==> src/hdl/stt_pkg.sv <==
// Shared types and constants for the source text tokenizer.
package stt_pkg;

    // Token kinds carried in the result word
    typedef enum logic [2:0] {
        KIND_IDENT   = 3'd0,
        KIND_KEYWORD = 3'd1,
        KIND_NUMBER  = 3'd2,
        KIND_STRING  = 3'd3,
        KIND_OPER    = 3'd4,
        KIND_UNKNOWN = 3'd5,
        KIND_EOF     = 3'd6
    } kind_t;

    // Record types
    localparam logic REC_VALUE = 1'b0;
    localparam logic REC_END   = 1'b1;

    // Output field widths
    localparam int OUT_LINE_W = 24;
    localparam int OUT_COL_W  = 16;
    localparam int OUT_LEN_W  = 16;

    // Special characters
    localparam logic [7:0] CH_QMARK = 8'h3F;
    localparam logic [7:0] CH_SLASH = 8'h2F;
    localparam logic [7:0] CH_QUOTE = 8'h22;
    localparam logic [7:0] CH_NL    = 8'h0A;
    localparam logic [7:0] CH_UNDER = 8'h5F;

    // Keyword table: each word stored reversed, first character in the low byte
    localparam int KW_COUNT = 5;
    localparam logic [63:0] KW_TEXT [KW_COUNT] = '{
        64'("cnuf"), 64'("ssalc"), 64'("tcurts"), 64'("bolg"), 64'("edulcni")
    };
    localparam logic [2:0] KW_LEN [KW_COUNT] = '{3'd4, 3'd5, 3'd6, 3'd4, 3'd7};

    // One result word
    typedef struct packed {
        logic                  rtype;
        kind_t                 kind;
        logic [7:0]            vchar;
        logic [OUT_LINE_W-1:0] line;
        logic [OUT_COL_W-1:0]  col;
        logic [OUT_LEN_W-1:0]  len;
    } rec_t;

    // All result words caused by one input word
    localparam int MAX_RECS = 4;
    localparam int IDX_W    = 2;

    typedef struct packed {
        rec_t [MAX_RECS-1:0] recs;
        logic [IDX_W-1:0]    last_idx;
    } bundle_t;

    // Queue write side
    typedef struct packed {
        logic    push;
        bundle_t data;
    } qwr_t;

    // Queue read side
    typedef struct packed {
        logic    empty;
        bundle_t head;
    } qrd_t;

    localparam int QDEPTH = 4;

endpackage

==> src/hdl/stt_front.sv <==
// Scanner front end: classifies each byte and builds its bundle of result words.
module stt_front #(
    parameter int LINE_BITS   = 24,
    parameter int COLUMN_BITS = 16,
    parameter int LENGTH_BITS = 16
) (
    input  logic          aclk,
    input  logic          aresetn,
    input  logic          s_tvalid,
    output logic          s_tready,
    input  logic [7:0]    in_char,
    input  logic          has_char,
    input  logic          end_of_source,
    input  logic          q_full,
    output stt_pkg::qwr_t qwr
);
    import stt_pkg::*;

    typedef enum logic [7:0] {
        M_IDLE     = 8'b0000_0001,
        M_QMARK    = 8'b0000_0010,
        M_LINECMT  = 8'b0000_0100,
        M_BLOCKCMT = 8'b0000_1000,
        M_WORD     = 8'b0001_0000,
        M_NUMBER   = 8'b0010_0000,
        M_STRING   = 8'b0100_0000,
        M_OPER     = 8'b1000_0000
    } mode_t;

    mode_t                   mode_reg, mode_next;
    logic [LINE_BITS-1:0]    line_reg, line_next;
    logic [COLUMN_BITS-1:0]  col_reg, col_next;
    logic [LENGTH_BITS-1:0]  vlen_reg, vlen_next;
    logic [KW_COUNT-1:0]     cand_reg, cand_next;
    logic                    slash_reg, slash_next;

    logic                    accept;
    logic [2:0]              n;
    rec_t [MAX_RECS-1:0]     recs;
    logic                    go_idle;
    kind_t                   ek;

    // Character classes
    function automatic logic is_space(logic [7:0] c);
        return (c inside {[8'd9:8'd13], 8'd32});
    endfunction

    function automatic logic is_alpha(logic [7:0] c);
        return (c inside {[8'd65:8'd90], [8'd97:8'd122]});
    endfunction

    function automatic logic is_digit(logic [7:0] c);
        return (c inside {[8'd48:8'd57]});
    endfunction

    function automatic logic is_punct(logic [7:0] c);
        return (c inside {[8'd33:8'd47], [8'd58:8'd64], [8'd91:8'd96], [8'd123:8'd126]});
    endfunction

    // Position update for one consumed byte
    function automatic logic [LINE_BITS-1:0] line_adv(logic [LINE_BITS-1:0] ln,
                                                      logic [7:0] c);
        if (c == CH_NL && ln != '1)
            return ln + LINE_BITS'(1);
        return ln;
    endfunction

    function automatic logic [COLUMN_BITS-1:0] col_adv(logic [COLUMN_BITS-1:0] cl,
                                                       logic [7:0] c);
        if (c == CH_NL)
            return COLUMN_BITS'(1);
        if (cl != '1)
            return cl + COLUMN_BITS'(1);
        return cl;
    endfunction

    // Drop keyword candidates that do not match this byte
    function automatic logic [KW_COUNT-1:0] cand_upd(logic [KW_COUNT-1:0] cd,
                                                     logic [LENGTH_BITS-1:0] ln,
                                                     logic [7:0] c);
        logic [KW_COUNT-1:0] r;
        r = cd;
        for (int k = 0; k < KW_COUNT; k++) begin
            if (ln >= LENGTH_BITS'(KW_LEN[k]) || KW_TEXT[k][8*ln[2:0] +: 8] != c)
                r[k] = 1'b0;
        end
        return r;
    endfunction

    // Word becomes a keyword when a surviving candidate has exactly its length
    function automatic kind_t word_kind(logic [KW_COUNT-1:0] cd,
                                        logic [LENGTH_BITS-1:0] ln);
        kind_t r;
        r = KIND_IDENT;
        for (int k = 0; k < KW_COUNT; k++) begin
            if (cd[k] && ln == LENGTH_BITS'(KW_LEN[k]))
                r = KIND_KEYWORD;
        end
        return r;
    endfunction

    function automatic rec_t val_rec(kind_t k, logic [7:0] c);
        rec_t r;
        r       = '0;
        r.rtype = REC_VALUE;
        r.kind  = k;
        r.vchar = c;
        return r;
    endfunction

    // End record: counters are zero-extended or cut to the output widths
    function automatic rec_t end_rec(kind_t k, logic [LINE_BITS-1:0] ln,
                                     logic [COLUMN_BITS-1:0] cl,
                                     logic [LENGTH_BITS-1:0] len);
        rec_t                              r;
        logic [LINE_BITS+OUT_LINE_W-1:0]   ln_x;
        logic [COLUMN_BITS+OUT_COL_W-1:0]  cl_x;
        logic [LENGTH_BITS+OUT_LEN_W-1:0]  len_x;
        ln_x    = {{OUT_LINE_W{1'b0}}, ln};
        cl_x    = {{OUT_COL_W{1'b0}}, cl};
        len_x   = {{OUT_LEN_W{1'b0}}, len};
        r       = '0;
        r.rtype = REC_END;
        r.kind  = k;
        r.line  = ln_x[OUT_LINE_W-1:0];
        r.col   = cl_x[OUT_COL_W-1:0];
        r.len   = len_x[OUT_LEN_W-1:0];
        return r;
    endfunction

    assign s_tready = !q_full;
    assign accept   = s_tvalid && s_tready;

    // Scan one input word
    always_comb begin
        mode_next  = mode_reg;
        line_next  = line_reg;
        col_next   = col_reg;
        vlen_next  = vlen_reg;
        cand_next  = cand_reg;
        slash_next = slash_reg;
        n          = 3'd0;
        recs       = '0;
        go_idle    = 1'b0;
        ek         = KIND_IDENT;

        if (has_char) begin
            case (mode_reg)
                M_QMARK: begin
                    line_next = line_adv(line_next, in_char);
                    col_next  = col_adv(col_next, in_char);
                    if (in_char == CH_SLASH) begin
                        mode_next  = M_BLOCKCMT;
                        slash_next = 1'b0;
                    end else if (in_char == CH_NL) begin
                        mode_next = M_IDLE;
                    end else begin
                        mode_next = M_LINECMT;
                    end
                end
                M_LINECMT: begin
                    line_next = line_adv(line_next, in_char);
                    col_next  = col_adv(col_next, in_char);
                    if (in_char == CH_NL)
                        mode_next = M_IDLE;
                end
                M_BLOCKCMT: begin
                    line_next = line_adv(line_next, in_char);
                    col_next  = col_adv(col_next, in_char);
                    if (slash_reg && in_char == CH_QMARK) begin
                        mode_next  = M_IDLE;
                        slash_next = 1'b0;
                    end else begin
                        slash_next = (in_char == CH_SLASH);
                    end
                end
                M_WORD: begin
                    if (is_alpha(in_char) || is_digit(in_char) || in_char == CH_UNDER) begin
                        cand_next = cand_upd(cand_next, vlen_next, in_char);
                        recs[n[IDX_W-1:0]] = val_rec(KIND_IDENT, in_char);
                        n = n + 3'd1;
                        if (vlen_next != '1)
                            vlen_next = vlen_next + LENGTH_BITS'(1);
                        line_next = line_adv(line_next, in_char);
                        col_next  = col_adv(col_next, in_char);
                    end else begin
                        ek = word_kind(cand_next, vlen_next);
                        recs[n[IDX_W-1:0]] = end_rec(ek, line_next, col_next, vlen_next);
                        n = n + 3'd1;
                        mode_next = M_IDLE;
                        go_idle   = 1'b1;
                    end
                end
                M_NUMBER: begin
                    if (is_digit(in_char)) begin
                        cand_next = cand_upd(cand_next, vlen_next, in_char);
                        recs[n[IDX_W-1:0]] = val_rec(KIND_NUMBER, in_char);
                        n = n + 3'd1;
                        if (vlen_next != '1)
                            vlen_next = vlen_next + LENGTH_BITS'(1);
                        line_next = line_adv(line_next, in_char);
                        col_next  = col_adv(col_next, in_char);
                    end else begin
                        recs[n[IDX_W-1:0]] = end_rec(KIND_NUMBER, line_next, col_next,
                                                     vlen_next);
                        n = n + 3'd1;
                        mode_next = M_IDLE;
                        go_idle   = 1'b1;
                    end
                end
                M_STRING: begin
                    line_next = line_adv(line_next, in_char);
                    col_next  = col_adv(col_next, in_char);
                    if (in_char == CH_QUOTE) begin
                        recs[n[IDX_W-1:0]] = end_rec(KIND_STRING, line_next, col_next,
                                                     vlen_next);
                        n = n + 3'd1;
                        mode_next = M_IDLE;
                    end else begin
                        cand_next = cand_upd(cand_next, vlen_next, in_char);
                        recs[n[IDX_W-1:0]] = val_rec(KIND_STRING, in_char);
                        n = n + 3'd1;
                        if (vlen_next != '1)
                            vlen_next = vlen_next + LENGTH_BITS'(1);
                    end
                end
                M_OPER: begin
                    if (is_punct(in_char)) begin
                        cand_next = cand_upd(cand_next, vlen_next, in_char);
                        recs[n[IDX_W-1:0]] = val_rec(KIND_OPER, in_char);
                        n = n + 3'd1;
                        if (vlen_next != '1)
                            vlen_next = vlen_next + LENGTH_BITS'(1);
                        line_next = line_adv(line_next, in_char);
                        col_next  = col_adv(col_next, in_char);
                    end
                    recs[n[IDX_W-1:0]] = end_rec(KIND_OPER, line_next, col_next, vlen_next);
                    n = n + 3'd1;
                    mode_next = M_IDLE;
                    go_idle   = !is_punct(in_char);
                end
                default: begin
                    mode_next = M_IDLE;
                    go_idle   = 1'b1;
                end
            endcase

            // Start of a new token, or skip between tokens
            if (go_idle) begin
                if (is_space(in_char)) begin
                    line_next = line_adv(line_next, in_char);
                    col_next  = col_adv(col_next, in_char);
                end else if (in_char == CH_QMARK) begin
                    mode_next = M_QMARK;
                    col_next  = col_adv(col_next, in_char);
                end else if (in_char == CH_QUOTE) begin
                    mode_next = M_STRING;
                    vlen_next = '0;
                    cand_next = '1;
                    col_next  = col_adv(col_next, in_char);
                end else begin
                    vlen_next = '0;
                    cand_next = cand_upd('1, '0, in_char);
                    vlen_next = LENGTH_BITS'(1);
                    line_next = line_adv(line_next, in_char);
                    col_next  = col_adv(col_next, in_char);
                    if (is_alpha(in_char)) begin
                        mode_next = M_WORD;
                        recs[n[IDX_W-1:0]] = val_rec(KIND_IDENT, in_char);
                        n = n + 3'd1;
                    end else if (is_digit(in_char)) begin
                        mode_next = M_NUMBER;
                        recs[n[IDX_W-1:0]] = val_rec(KIND_NUMBER, in_char);
                        n = n + 3'd1;
                    end else if (is_punct(in_char)) begin
                        mode_next = M_OPER;
                        recs[n[IDX_W-1:0]] = val_rec(KIND_OPER, in_char);
                        n = n + 3'd1;
                    end else begin
                        // Unknown byte: consume it as a one-byte token
                        mode_next = M_IDLE;
                        recs[n[IDX_W-1:0]] = val_rec(KIND_UNKNOWN, in_char);
                        n = n + 3'd1;
                        recs[n[IDX_W-1:0]] = end_rec(KIND_UNKNOWN, line_next, col_next,
                                                     vlen_next);
                        n = n + 3'd1;
                    end
                end
            end
        end

        // End of source: flush the open token, add end of file, restart
        if (end_of_source) begin
            if (mode_next == M_WORD) begin
                ek = word_kind(cand_next, vlen_next);
                recs[n[IDX_W-1:0]] = end_rec(ek, line_next, col_next, vlen_next);
                n = n + 3'd1;
            end else if (mode_next == M_NUMBER) begin
                recs[n[IDX_W-1:0]] = end_rec(KIND_NUMBER, line_next, col_next, vlen_next);
                n = n + 3'd1;
            end else if (mode_next == M_STRING) begin
                recs[n[IDX_W-1:0]] = end_rec(KIND_STRING, line_next, col_next, vlen_next);
                n = n + 3'd1;
            end else if (mode_next == M_OPER) begin
                recs[n[IDX_W-1:0]] = end_rec(KIND_OPER, line_next, col_next, vlen_next);
                n = n + 3'd1;
            end
            recs[n[IDX_W-1:0]] = end_rec(KIND_EOF, line_next, col_next, '0);
            n = n + 3'd1;
            mode_next  = M_IDLE;
            line_next  = LINE_BITS'(1);
            col_next   = COLUMN_BITS'(1);
            vlen_next  = '0;
            cand_next  = '1;
            slash_next = 1'b0;
        end
    end

    // Push the bundle when the word caused any result
    assign qwr.push          = accept && (n != 3'd0);
    assign qwr.data.recs     = recs;
    assign qwr.data.last_idx = IDX_W'(n - 3'd1);

    // Scanner state
    always_ff @(posedge aclk) begin
        if (!aresetn) begin
            mode_reg  <= M_IDLE;
            line_reg  <= LINE_BITS'(1);
            col_reg   <= COLUMN_BITS'(1);
            vlen_reg  <= '0;
            cand_reg  <= '1;
            slash_reg <= 1'b0;
        end else if (accept) begin
            mode_reg  <= mode_next;
            line_reg  <= line_next;
            col_reg   <= col_next;
            vlen_reg  <= vlen_next;
            cand_reg  <= cand_next;
            slash_reg <= slash_next;
        end
    end

endmodule

==> src/hdl/stt_queue.sv <==
// Short bundle queue between the scanner and the output serializer.
module stt_queue (
    input  logic          aclk,
    input  logic          aresetn,
    input  stt_pkg::qwr_t qwr,
    input  logic          pop,
    output logic          full,
    output stt_pkg::qrd_t qrd
);
    import stt_pkg::*;

    localparam int PTR_W = $clog2(QDEPTH);
    localparam int CNT_W = $clog2(QDEPTH + 1);

    bundle_t            mem [QDEPTH];
    logic [PTR_W-1:0]   wr_ptr_reg, wr_ptr_next;
    logic [PTR_W-1:0]   rd_ptr_reg, rd_ptr_next;
    logic [CNT_W-1:0]   cnt_reg, cnt_next;
    logic               do_pop;

    assign full      = (cnt_reg == CNT_W'(QDEPTH));
    assign qrd.empty = (cnt_reg == '0);
    assign qrd.head  = mem[rd_ptr_reg];
    assign do_pop    = pop && !qrd.empty;

    // Advance pointers and fill count
    always_comb begin
        wr_ptr_next = qwr.push ? wr_ptr_reg + PTR_W'(1) : wr_ptr_reg;
        rd_ptr_next = do_pop ? rd_ptr_reg + PTR_W'(1) : rd_ptr_reg;
        cnt_next    = cnt_reg;
        if (qwr.push && !do_pop)
            cnt_next = cnt_reg + CNT_W'(1);
        else if (!qwr.push && do_pop)
            cnt_next = cnt_reg - CNT_W'(1);
    end

    always_ff @(posedge aclk) begin
        if (!aresetn) begin
            wr_ptr_reg <= '0;
            rd_ptr_reg <= '0;
            cnt_reg    <= '0;
        end else begin
            wr_ptr_reg <= wr_ptr_next;
            rd_ptr_reg <= rd_ptr_next;
            cnt_reg    <= cnt_next;
        end
    end

    // Store the bundle
    always_ff @(posedge aclk) begin
        if (qwr.push)
            mem[wr_ptr_reg] <= qwr.data;
    end

endmodule

==> src/hdl/stt_back.sv <==
// Output serializer: sends one result word per cycle from the current bundle while m_tready is high.
module stt_back (
    input  logic          aclk,
    input  logic          aresetn,
    input  stt_pkg::qrd_t qrd,
    output logic          pop,
    output logic          m_tvalid,
    input  logic          m_tready,
    output logic [63:0]   m_tdata,
    output logic [3:0]    m_tuser,
    output logic          m_tlast
);
    import stt_pkg::*;

    bundle_t           bundle_reg, bundle_next;
    logic [IDX_W-1:0]  idx_reg, idx_next;
    logic              valid_reg, valid_next;
    logic              at_last;
    logic              load;
    rec_t              cur;

    assign at_last = (idx_reg == bundle_reg.last_idx);
    assign load    = !valid_reg || (m_tready && at_last);
    assign pop     = load;

    // Load the next bundle or step through the current one
    always_comb begin
        bundle_next = bundle_reg;
        idx_next    = idx_reg;
        valid_next  = valid_reg;
        if (load) begin
            bundle_next = qrd.head;
            idx_next    = '0;
            valid_next  = !qrd.empty;
        end else if (m_tready) begin
            idx_next = idx_reg + IDX_W'(1);
        end
    end

    always_ff @(posedge aclk) begin
        if (!aresetn) begin
            valid_reg <= 1'b0;
            idx_reg   <= '0;
        end else begin
            valid_reg <= valid_next;
            idx_reg   <= idx_next;
        end
    end

    always_ff @(posedge aclk) begin
        bundle_reg <= bundle_next;
    end

    // Drive the result word
    assign cur      = bundle_reg.recs[idx_reg];
    assign m_tvalid = valid_reg;
    assign m_tlast  = at_last;
    assign m_tuser  = {cur.kind, cur.rtype};
    assign m_tdata  = {cur.len, cur.col, cur.line, cur.vchar};

endmodule

==> src/hdl/source_text_tokenizer_top.sv <==
// Source text tokenizer: takes one byte word per cycle while s_tready is high, emits token
// value and end words. A result word passes through the bundle queue and the output
// register before it is offered on m_tvalid.
// Throughput: one input word per cycle while the 4-entry bundle queue has room; the
// output sends one result word per cycle while m_tready is high.
// Reset (aresetn low, synchronous): scanner idle at line 1, column 1, queue and output empty.
module source_text_tokenizer_top #(
    parameter int LINE_BITS   = 24,
    parameter int COLUMN_BITS = 16,
    parameter int LENGTH_BITS = 16
) (
    input  logic        aclk,
    input  logic        aresetn,
    input  logic        s_tvalid,
    output logic        s_tready,
    input  logic [7:0]  s_tdata,   // [7:0] in_char
    input  logic [0:0]  s_tuser,   // [0] has_char
    input  logic        s_tlast,   // end_of_source
    output logic        m_tvalid,
    input  logic        m_tready,
    output logic [63:0] m_tdata,   // [7:0] value_char, [31:8] end_line,
                                   // [47:32] end_column, [63:48] token_length
    output logic [3:0]  m_tuser,   // [0] record_type, [3:1] token_kind
    output logic        m_tlast    // last_result
);
    import stt_pkg::*;

    qwr_t qwr;
    qrd_t qrd;
    logic q_full;
    logic q_pop;

    stt_front #(
        .LINE_BITS   (LINE_BITS),
        .COLUMN_BITS (COLUMN_BITS),
        .LENGTH_BITS (LENGTH_BITS)
    ) u_front (
        .aclk          (aclk),
        .aresetn       (aresetn),
        .s_tvalid      (s_tvalid),
        .s_tready      (s_tready),
        .in_char       (s_tdata),
        .has_char      (s_tuser[0]),
        .end_of_source (s_tlast),
        .q_full        (q_full),
        .qwr           (qwr)
    );

    stt_queue u_queue (
        .aclk    (aclk),
        .aresetn (aresetn),
        .qwr     (qwr),
        .pop     (q_pop),
        .full    (q_full),
        .qrd     (qrd)
    );

    stt_back u_back (
        .aclk     (aclk),
        .aresetn  (aresetn),
        .qrd      (qrd),
        .pop      (q_pop),
        .m_tvalid (m_tvalid),
        .m_tready (m_tready),
        .m_tdata  (m_tdata),
        .m_tuser  (m_tuser),
        .m_tlast  (m_tlast)
    );

endmodule
==> config.mk <==
export PLATFORM = sky130hd
export DESIGN_NAME = source_text_tokenizer_top
export DESIGN_NICKNAME = d
export VERILOG_FILES = /design/src/hdl/stt_pkg.sv /design/src/hdl/stt_front.sv /design/src/hdl/stt_queue.sv /design/src/hdl/stt_back.sv /design/src/hdl/source_text_tokenizer_top.sv
export SDC_FILE = /design/constraint.sdc
export NUM_CORES = 2
export LEC_CHECK = 0
export ABC_CLOCK_PERIOD_IN_PS = 17250
export CORE_MARGIN = 2
export CORE_UTILIZATION = 55
export CTS_CLUSTER_SIZE = 24
export DETAILED_ROUTE_END_ITERATION = 8
export DONT_BUFFER_PORTS = 1
export PLACE_DENSITY = 0.7
export SETUP_SLACK_MARGIN = 0.4
export SYNTH_ARGS = -nofsm -noshare
export SYNTH_HDL_FRONTEND = slang
export SYNTH_SLANG_ARGS = --single-unit
==> constraint.sdc <==
create_clock -name aclk -period 17.25 [get_ports aclk]
set_clock_uncertainty 0.15 [all_clocks]
set_input_delay 3.45 -clock aclk [delete_from_list [all_inputs] [get_ports aclk]]
set_output_delay 3.45 -clock aclk [all_outputs]
set_load 0.1 [all_outputs]
Yosys cells after proc, flatten, opt, wreduce, memory -nomap -nowiden

Memory sizes are Yosys's and may differ from the RTL's. A register that Yosys moved wholly into a read port is not among the register bits.
Index checks and enable logic that the tools add are counted.

Memory bits (writable): 1096
Output and inout bits: 71
Logic and storage cells: 490
Input port bits: 14
Register bits after elaboration: 80
Memories kept: 1

Memories:

| memory      | depth | width | rd ports | clocked after Yosys merged registers in | write ports | line            | source |
|---|---|---|---|---|---|---|---|
| u_queue.mem | 4     | 274   | 1        | 1                                       | 1           | stt_queue.sv:15 | `bundle_t mem [QDEPTH];` |

Eq/ne operators: 43
Add/subtract/negate cells: 16
Reduce and logical (&&, ||, !) cells: 58
Shifts and indexed selects: 5
Muxes and demuxes: 324
Bitwise operators: 1
Magnitude comparators: 31

Operator list:

| cell                                                       | count |
|---|---|
| 2-to-1 mux 272 bit                                         | 14 |
| bitwise mux 272 bit                                        | 11 |
| 2-to-1 mux 16 bit                                          | 54 |
| 2-to-1 mux 68 bit                                          | 12 |
| demux 68 bit (select 2 bit)                                | 5 |
| 2-to-1 mux 24 bit                                          | 28 |
| 2-to-1 mux 204 bit                                         | 2 |
| variable part select 64 x 7 -> 8 bit, first input constant | 5 |
| case mux 68 bit (4 select lines)                           | 1 |
| case mux 24 bit (7 select lines)                           | 1 |
| 2-to-1 mux 1 bit                                           | 139 |
| binary-select mux 68 bit (select 2 bit)                    | 1 |
| equality test 16 x 3 -> 1 bit, second input constant       | 8 |
| 2-to-1 mux 8 bit                                           | 15 |
| case mux 16 bit (7 select lines)                           | 1 |
| 2-to-1 mux 3 bit                                           | 23 |
| 2-to-1 mux 67 bit                                          | 1 |
| >= comparator 16 x 3 -> 1 bit, second input constant       | 4 |
| case mux 16 bit (4 select lines)                           | 1 |
| 2-to-1 mux 5 bit                                           | 10 |
| adder 16 x 1 -> 16 bit, second input constant              | 3 |
| adder 24 x 1 -> 24 bit, second input constant              | 2 |
| equality test 8 x 6 -> 1 bit, second input constant        | 6 |
| != test 16 bit, second input constant                      | 3 |
| 41 further kinds                                           | 128 |

Depth between registers and ports, before layout

Depth in word-level cells: 49
Depth in mapped cells: 27
Depth with buffers taken out: 24

Modules after synthesis

Synthesis repeated with hierarchy kept, for this count alone.

Cells, all modules: 4092
Area total of the unflattened synthesis: 64458.1 um2

Modules (own cells, without submodules):

| module    | area each (um2) | cells an instance | times used | seq. area each (um2) |
|---|---|---|---|---|
| stt_queue | 40219.8         | 1474              | 1          | 33091.7 |
| stt_front | 14119.8         | 2246              | 1          | 1401.3 |
| stt_back  | 10118.5         | 372               | 1          | 8287.9 |

Worst setup path before layout

No wires, ideal clock.

Kind: input to register
From: input s_tdata[4]
To: memory u_queue.mem[0][0] (netlist name), enable pin
Arrival: 13.818 ns
Path buffers: 5
Data required time: 16.430 ns
Cell stages on the path: 21
Setup slack: 2.612 ns
Library setup time: 0.670 ns
Cell sequence: buf_4 > buf_4 > nor3_1 > o221a_2 > a21oi_1 > buf_2 > buf_4 > buf_2 > a211oi_1 > o31ai_1 > a21oi_1 > inv_1 > ha_1 > a21o_1 > ha_1 > mux2i_1 > ha_1 > or3b_2 > a2bb2oi_1 > nor3_2 > and2_1

RTL lines:

| element     | line                            | source |
|---|---|---|
| from (decl) | source_text_tokenizer_top.sv:16 | `input logic [7:0] s_tdata,` |
| to (decl)   | stt_queue.sv:15                 |  |

==> summary.md <==
| Metric | Value |
|---|---|
| Pleak | 0.02212 uW |
| RSZ-0062 raised after global routing | no |
| Buffers on Ports | 0 |
| Routed WL | roughly 170 mm |
| CP startpoint kind | input port |
| Rows | roughly 130 |
| Worst setup margin | ~6500 ps |
| Layout Cells excl Fill | around 5700 |
| Final worst-path cycle share | 0.6203 |
| CP Max Fanout | 63 |
| Area delta synth->final | 9.345% |
| Leading cell type in the layout, fill and taps excluded | edfxtp_1 |
| Largest cells by area after synthesis | edfxtp_1 (64%), mux4_2 (12%), dfxtp_1 (2.5%) |
| Max stage delay on crit path | between 800 and 900 ps |
| Width of the die | ~350 microns |
| Cell count after synthesis | around 4100 |
| Root Driver | clkbuf_16 |
| Initial core utilization | 0.5551 |
| Post-CTS Setup Bufs | 0 |
| Worst path slowest cell | buf_4 |
| Inserted Clock Buffers | between 100 and 150 |
| Final HPWL DP | ~110 mm |
| Vias | 38701 |
| FF+latch count, synth | roughly 1500 |
| Worst ir drop on vdd | 0.1055 mV |
| Max-Cap Viols | 0 |
| CP dominant cell by count | buf_4 |
| Seq/Total Area, Yosys | 0.6626 |
| Worst setup EP type | flop |
| Cell Area, Synth | around 65000 sq um |
| Total negative setup slack | 0 ps |
| Nets@finish | just over 4000 |
| Initial drt markers | 4795 |
| Endpoints failing hold | 0 |
| Cell taking the most area after synthesis | edfxtp_1 |
| Actual slew at the worst max-slew pin | ~1200 ps |
| GR Overflow Total | 0 |
| Async set-reset flop share out of synthesis | 0 |
| Reg clk slew, reported paths | ~60 ps |
| Critical path data required time | 17470 ps |
| Netlist cell types | 122 |
| Vias/cell | around 6.8 |
| Pin count of the biggest net entering global routing | around 140 |
| Status | completed |
| Die area | roughly 120000 sq um |
| Cells along the critical path | or2_1 -> nor3_1 -> o221a_2 -> a21oi_2 -> buf_4 -> nand2_1 -> buf_4 -> a31oi_1 -> xnor2_1 -> a21oi_2 -> nor2_1 -> nor2_1 -> a21o_1 -> ha_1 -> mux2i_1 -> ha_1 -> or3b_2 -> a2bb2oi_1 -> nor3_2 -> and2_4 -> buf_4 -> buf_4 |
| Clk_lat worst skew | about 770 ps |
| Post-synth EDFFs | approximately 1400 |
| Worst Setup SP | s_tdata[3] |
| Inst Count DP | approximately 5400 |
| Hold buffer count at CTS | 0 |
| Dpl ws | 5944 ps |
| GPL Wtd Cong | 0.9853 |
| Syn_area_per_cell | 15.68 sq um |
| Post-Syn Nets | between 4000 and 5000 |
| Core ar. | 116200 sq um |
| Synth Flop Type | edfxtp_1 |
| Layout fillers | 8419 |
| Syn. warnings | 0 |
| Pwr per Cell Area | ~140 nW/um^2 |
| Critical Path AT | 10920 ps |
| GR Util All Layers | 0.2816 |
| Normalized max-slew margin | 0.1665 |
| Vias in the first global route | 37165 |
| Crit Path Class | in -> reg |
| Largest register FFs | about 1100 |
| Clock period minus worst slack | approximately 11000 ps |
| Share of cells above drive strength 1 | 0.1800 |
| Worst R2R Start | u_front.mode_reg[4] |
| First-pass GRT wire length | 250.8 mm |
| Drt drc | 0 |
| I/O pin count | 85 |
| Crit path buffers/inverters | 4 |
| Worst hold path type | reg -> reg |
| Drt first pass iters | 6 |
| Final setup violation count | 0 |
| CTS max path bufs | 3 |
| Synth top area share | 0.6377 |
| Slew Limit Fails | 0 |
| H-tree depth | 4 |
| Final ANT Viol Nets | 0 |
| Antenna violations before repair | 5 |
| Fmax | ~93 MHz |
| CTS tree | yes |
| CTS sink cnt | 1450 |
| Chip height | between 300 and 400 microns |
| HP Start | u_queue.wr_ptr_reg[1] |
| Top Family by Delay on Critical Path | simple AND/OR/NAND/NOR gates |
| Most frequent cells in the layout | edfxtp_1 (1370), mux4_2 (342), nand2_1 (232) |
| Routed length per instance | 29.84 microns |
| # resized after CTS | 0 |
worst paths after layout:
path | end | slack, ps | cells after the start
max | u_queue.mem[0][241] | 6550 | 22
min | u_queue.wr_ptr_reg[1] | 360 | 2
max reg2reg | u_queue.mem[0][241] | 8800 | 22
min reg2reg | u_queue.wr_ptr_reg[1] | 360 | 2
where the power goes:
part / switching (uW) / internal (uW) / leakage, uW
clock network: 1330 / 1710 / 0.00224
logic: 1600 / 759 / 0.00596
registers: 194 / 4560 / 0.0139
through the flow:
| step | util | total power, uW | instance area (sq um) | hold WS, ps |
|---|---|---|---|---|
| floorplan | - | 6809 | 64510 | 317.7 |
| global placement | 0.5672 | 7175 | 65910 | 336.5 |
| detailed placement | 0.5672 | 7218 | 65910 | 345.2 |
| CTS | 0.6069 | 10250 | 70530 | 354.2 |
| global route | 0.6069 | 10510 | 70530 | 392.9 |
| finish | 0.6070 | 10150 | 70540 | 360.0 |
synthesized netlist by cell type, types with 10 or more instances:
cell type,instances
nor2b_1,26
a22oi_1,42
a211oi_1,31
edfxtp_1,1370
buf_1,59
mux4_2,342
and3_1,30
nor3_1,53
clkbuf_1,179
mux2i_1,34
buf_2,50
nand2_1,233
nor2_1,223
xor2_1,36
o2bb2ai_1,19
o22ai_1,116
o211ai_1,23
nand3_1,94
or3_1,19
or4_1,11
a21oi_1,143
o21a_1,10
and4_1,20
ha_1,31
dfxtp_1,80
inv_1,51
a21o_1,13
nor4_1,28
o21ai_0,143
a32oi_1,11
a2bb2oi_1,12
xnor2_1,84
o31ai_1,24
o21ai_1,17
a31oi_1,45
a221oi_1,18
and2_1,75
nand2b_1,12
nand4_1,44
metal layers:
metal  track usage  wire, microns  vias up
met4        0.1121           6768        0
met3       0.05081          14660      382
met1        0.4077          70170    19826
li1              -              -    16478
met2        0.4280          77960     2015
met5             0              0        -
final cells by class:
| class | count | area (sq um) | share of cell area |
|---|---|---|---|
| antenna | 3 | 7.507 | 0.0001064 |
| tap | 1524 | 1907 | 0.02703 |
| clock buffer | 184 | 3869 | 0.05485 |
| clock inverter | 80 | 754.5 | 0.01070 |
| timing repair buffer | 85 | 688.2 | 0.009756 |
| multi-input combinational | 2303 | 20350 | 0.2884 |
| sequential | 1450 | 42760 | 0.6061 |
| inverter | 54 | 210.2 | 0.002980 |
worst min-delay path, cell delays in order (launching register included):
cell and delay (ps):
dfxtp_1 340, nand2_1 70, mux2i_1 50
kinds of logic after synthesis:
| kind of cell | Yosys count | synth area share |
|---|---|---|
| multiplexers | 385 | 0.1263 |
| AO/OA/AOI/OAI | 823 | 0.08850 |
| flip-flops | 1450 | 0.6626 |
| buffers and inverters | 361 | 0.02357 |
| adder cells (fa/ha/maj) | 32 | 0.006323 |
| AND/OR/NAND/NOR | 943 | 0.07648 |
| XOR/XNOR | 120 | 0.01629 |
No activity file was read; power rests on OpenSTA's default activity.
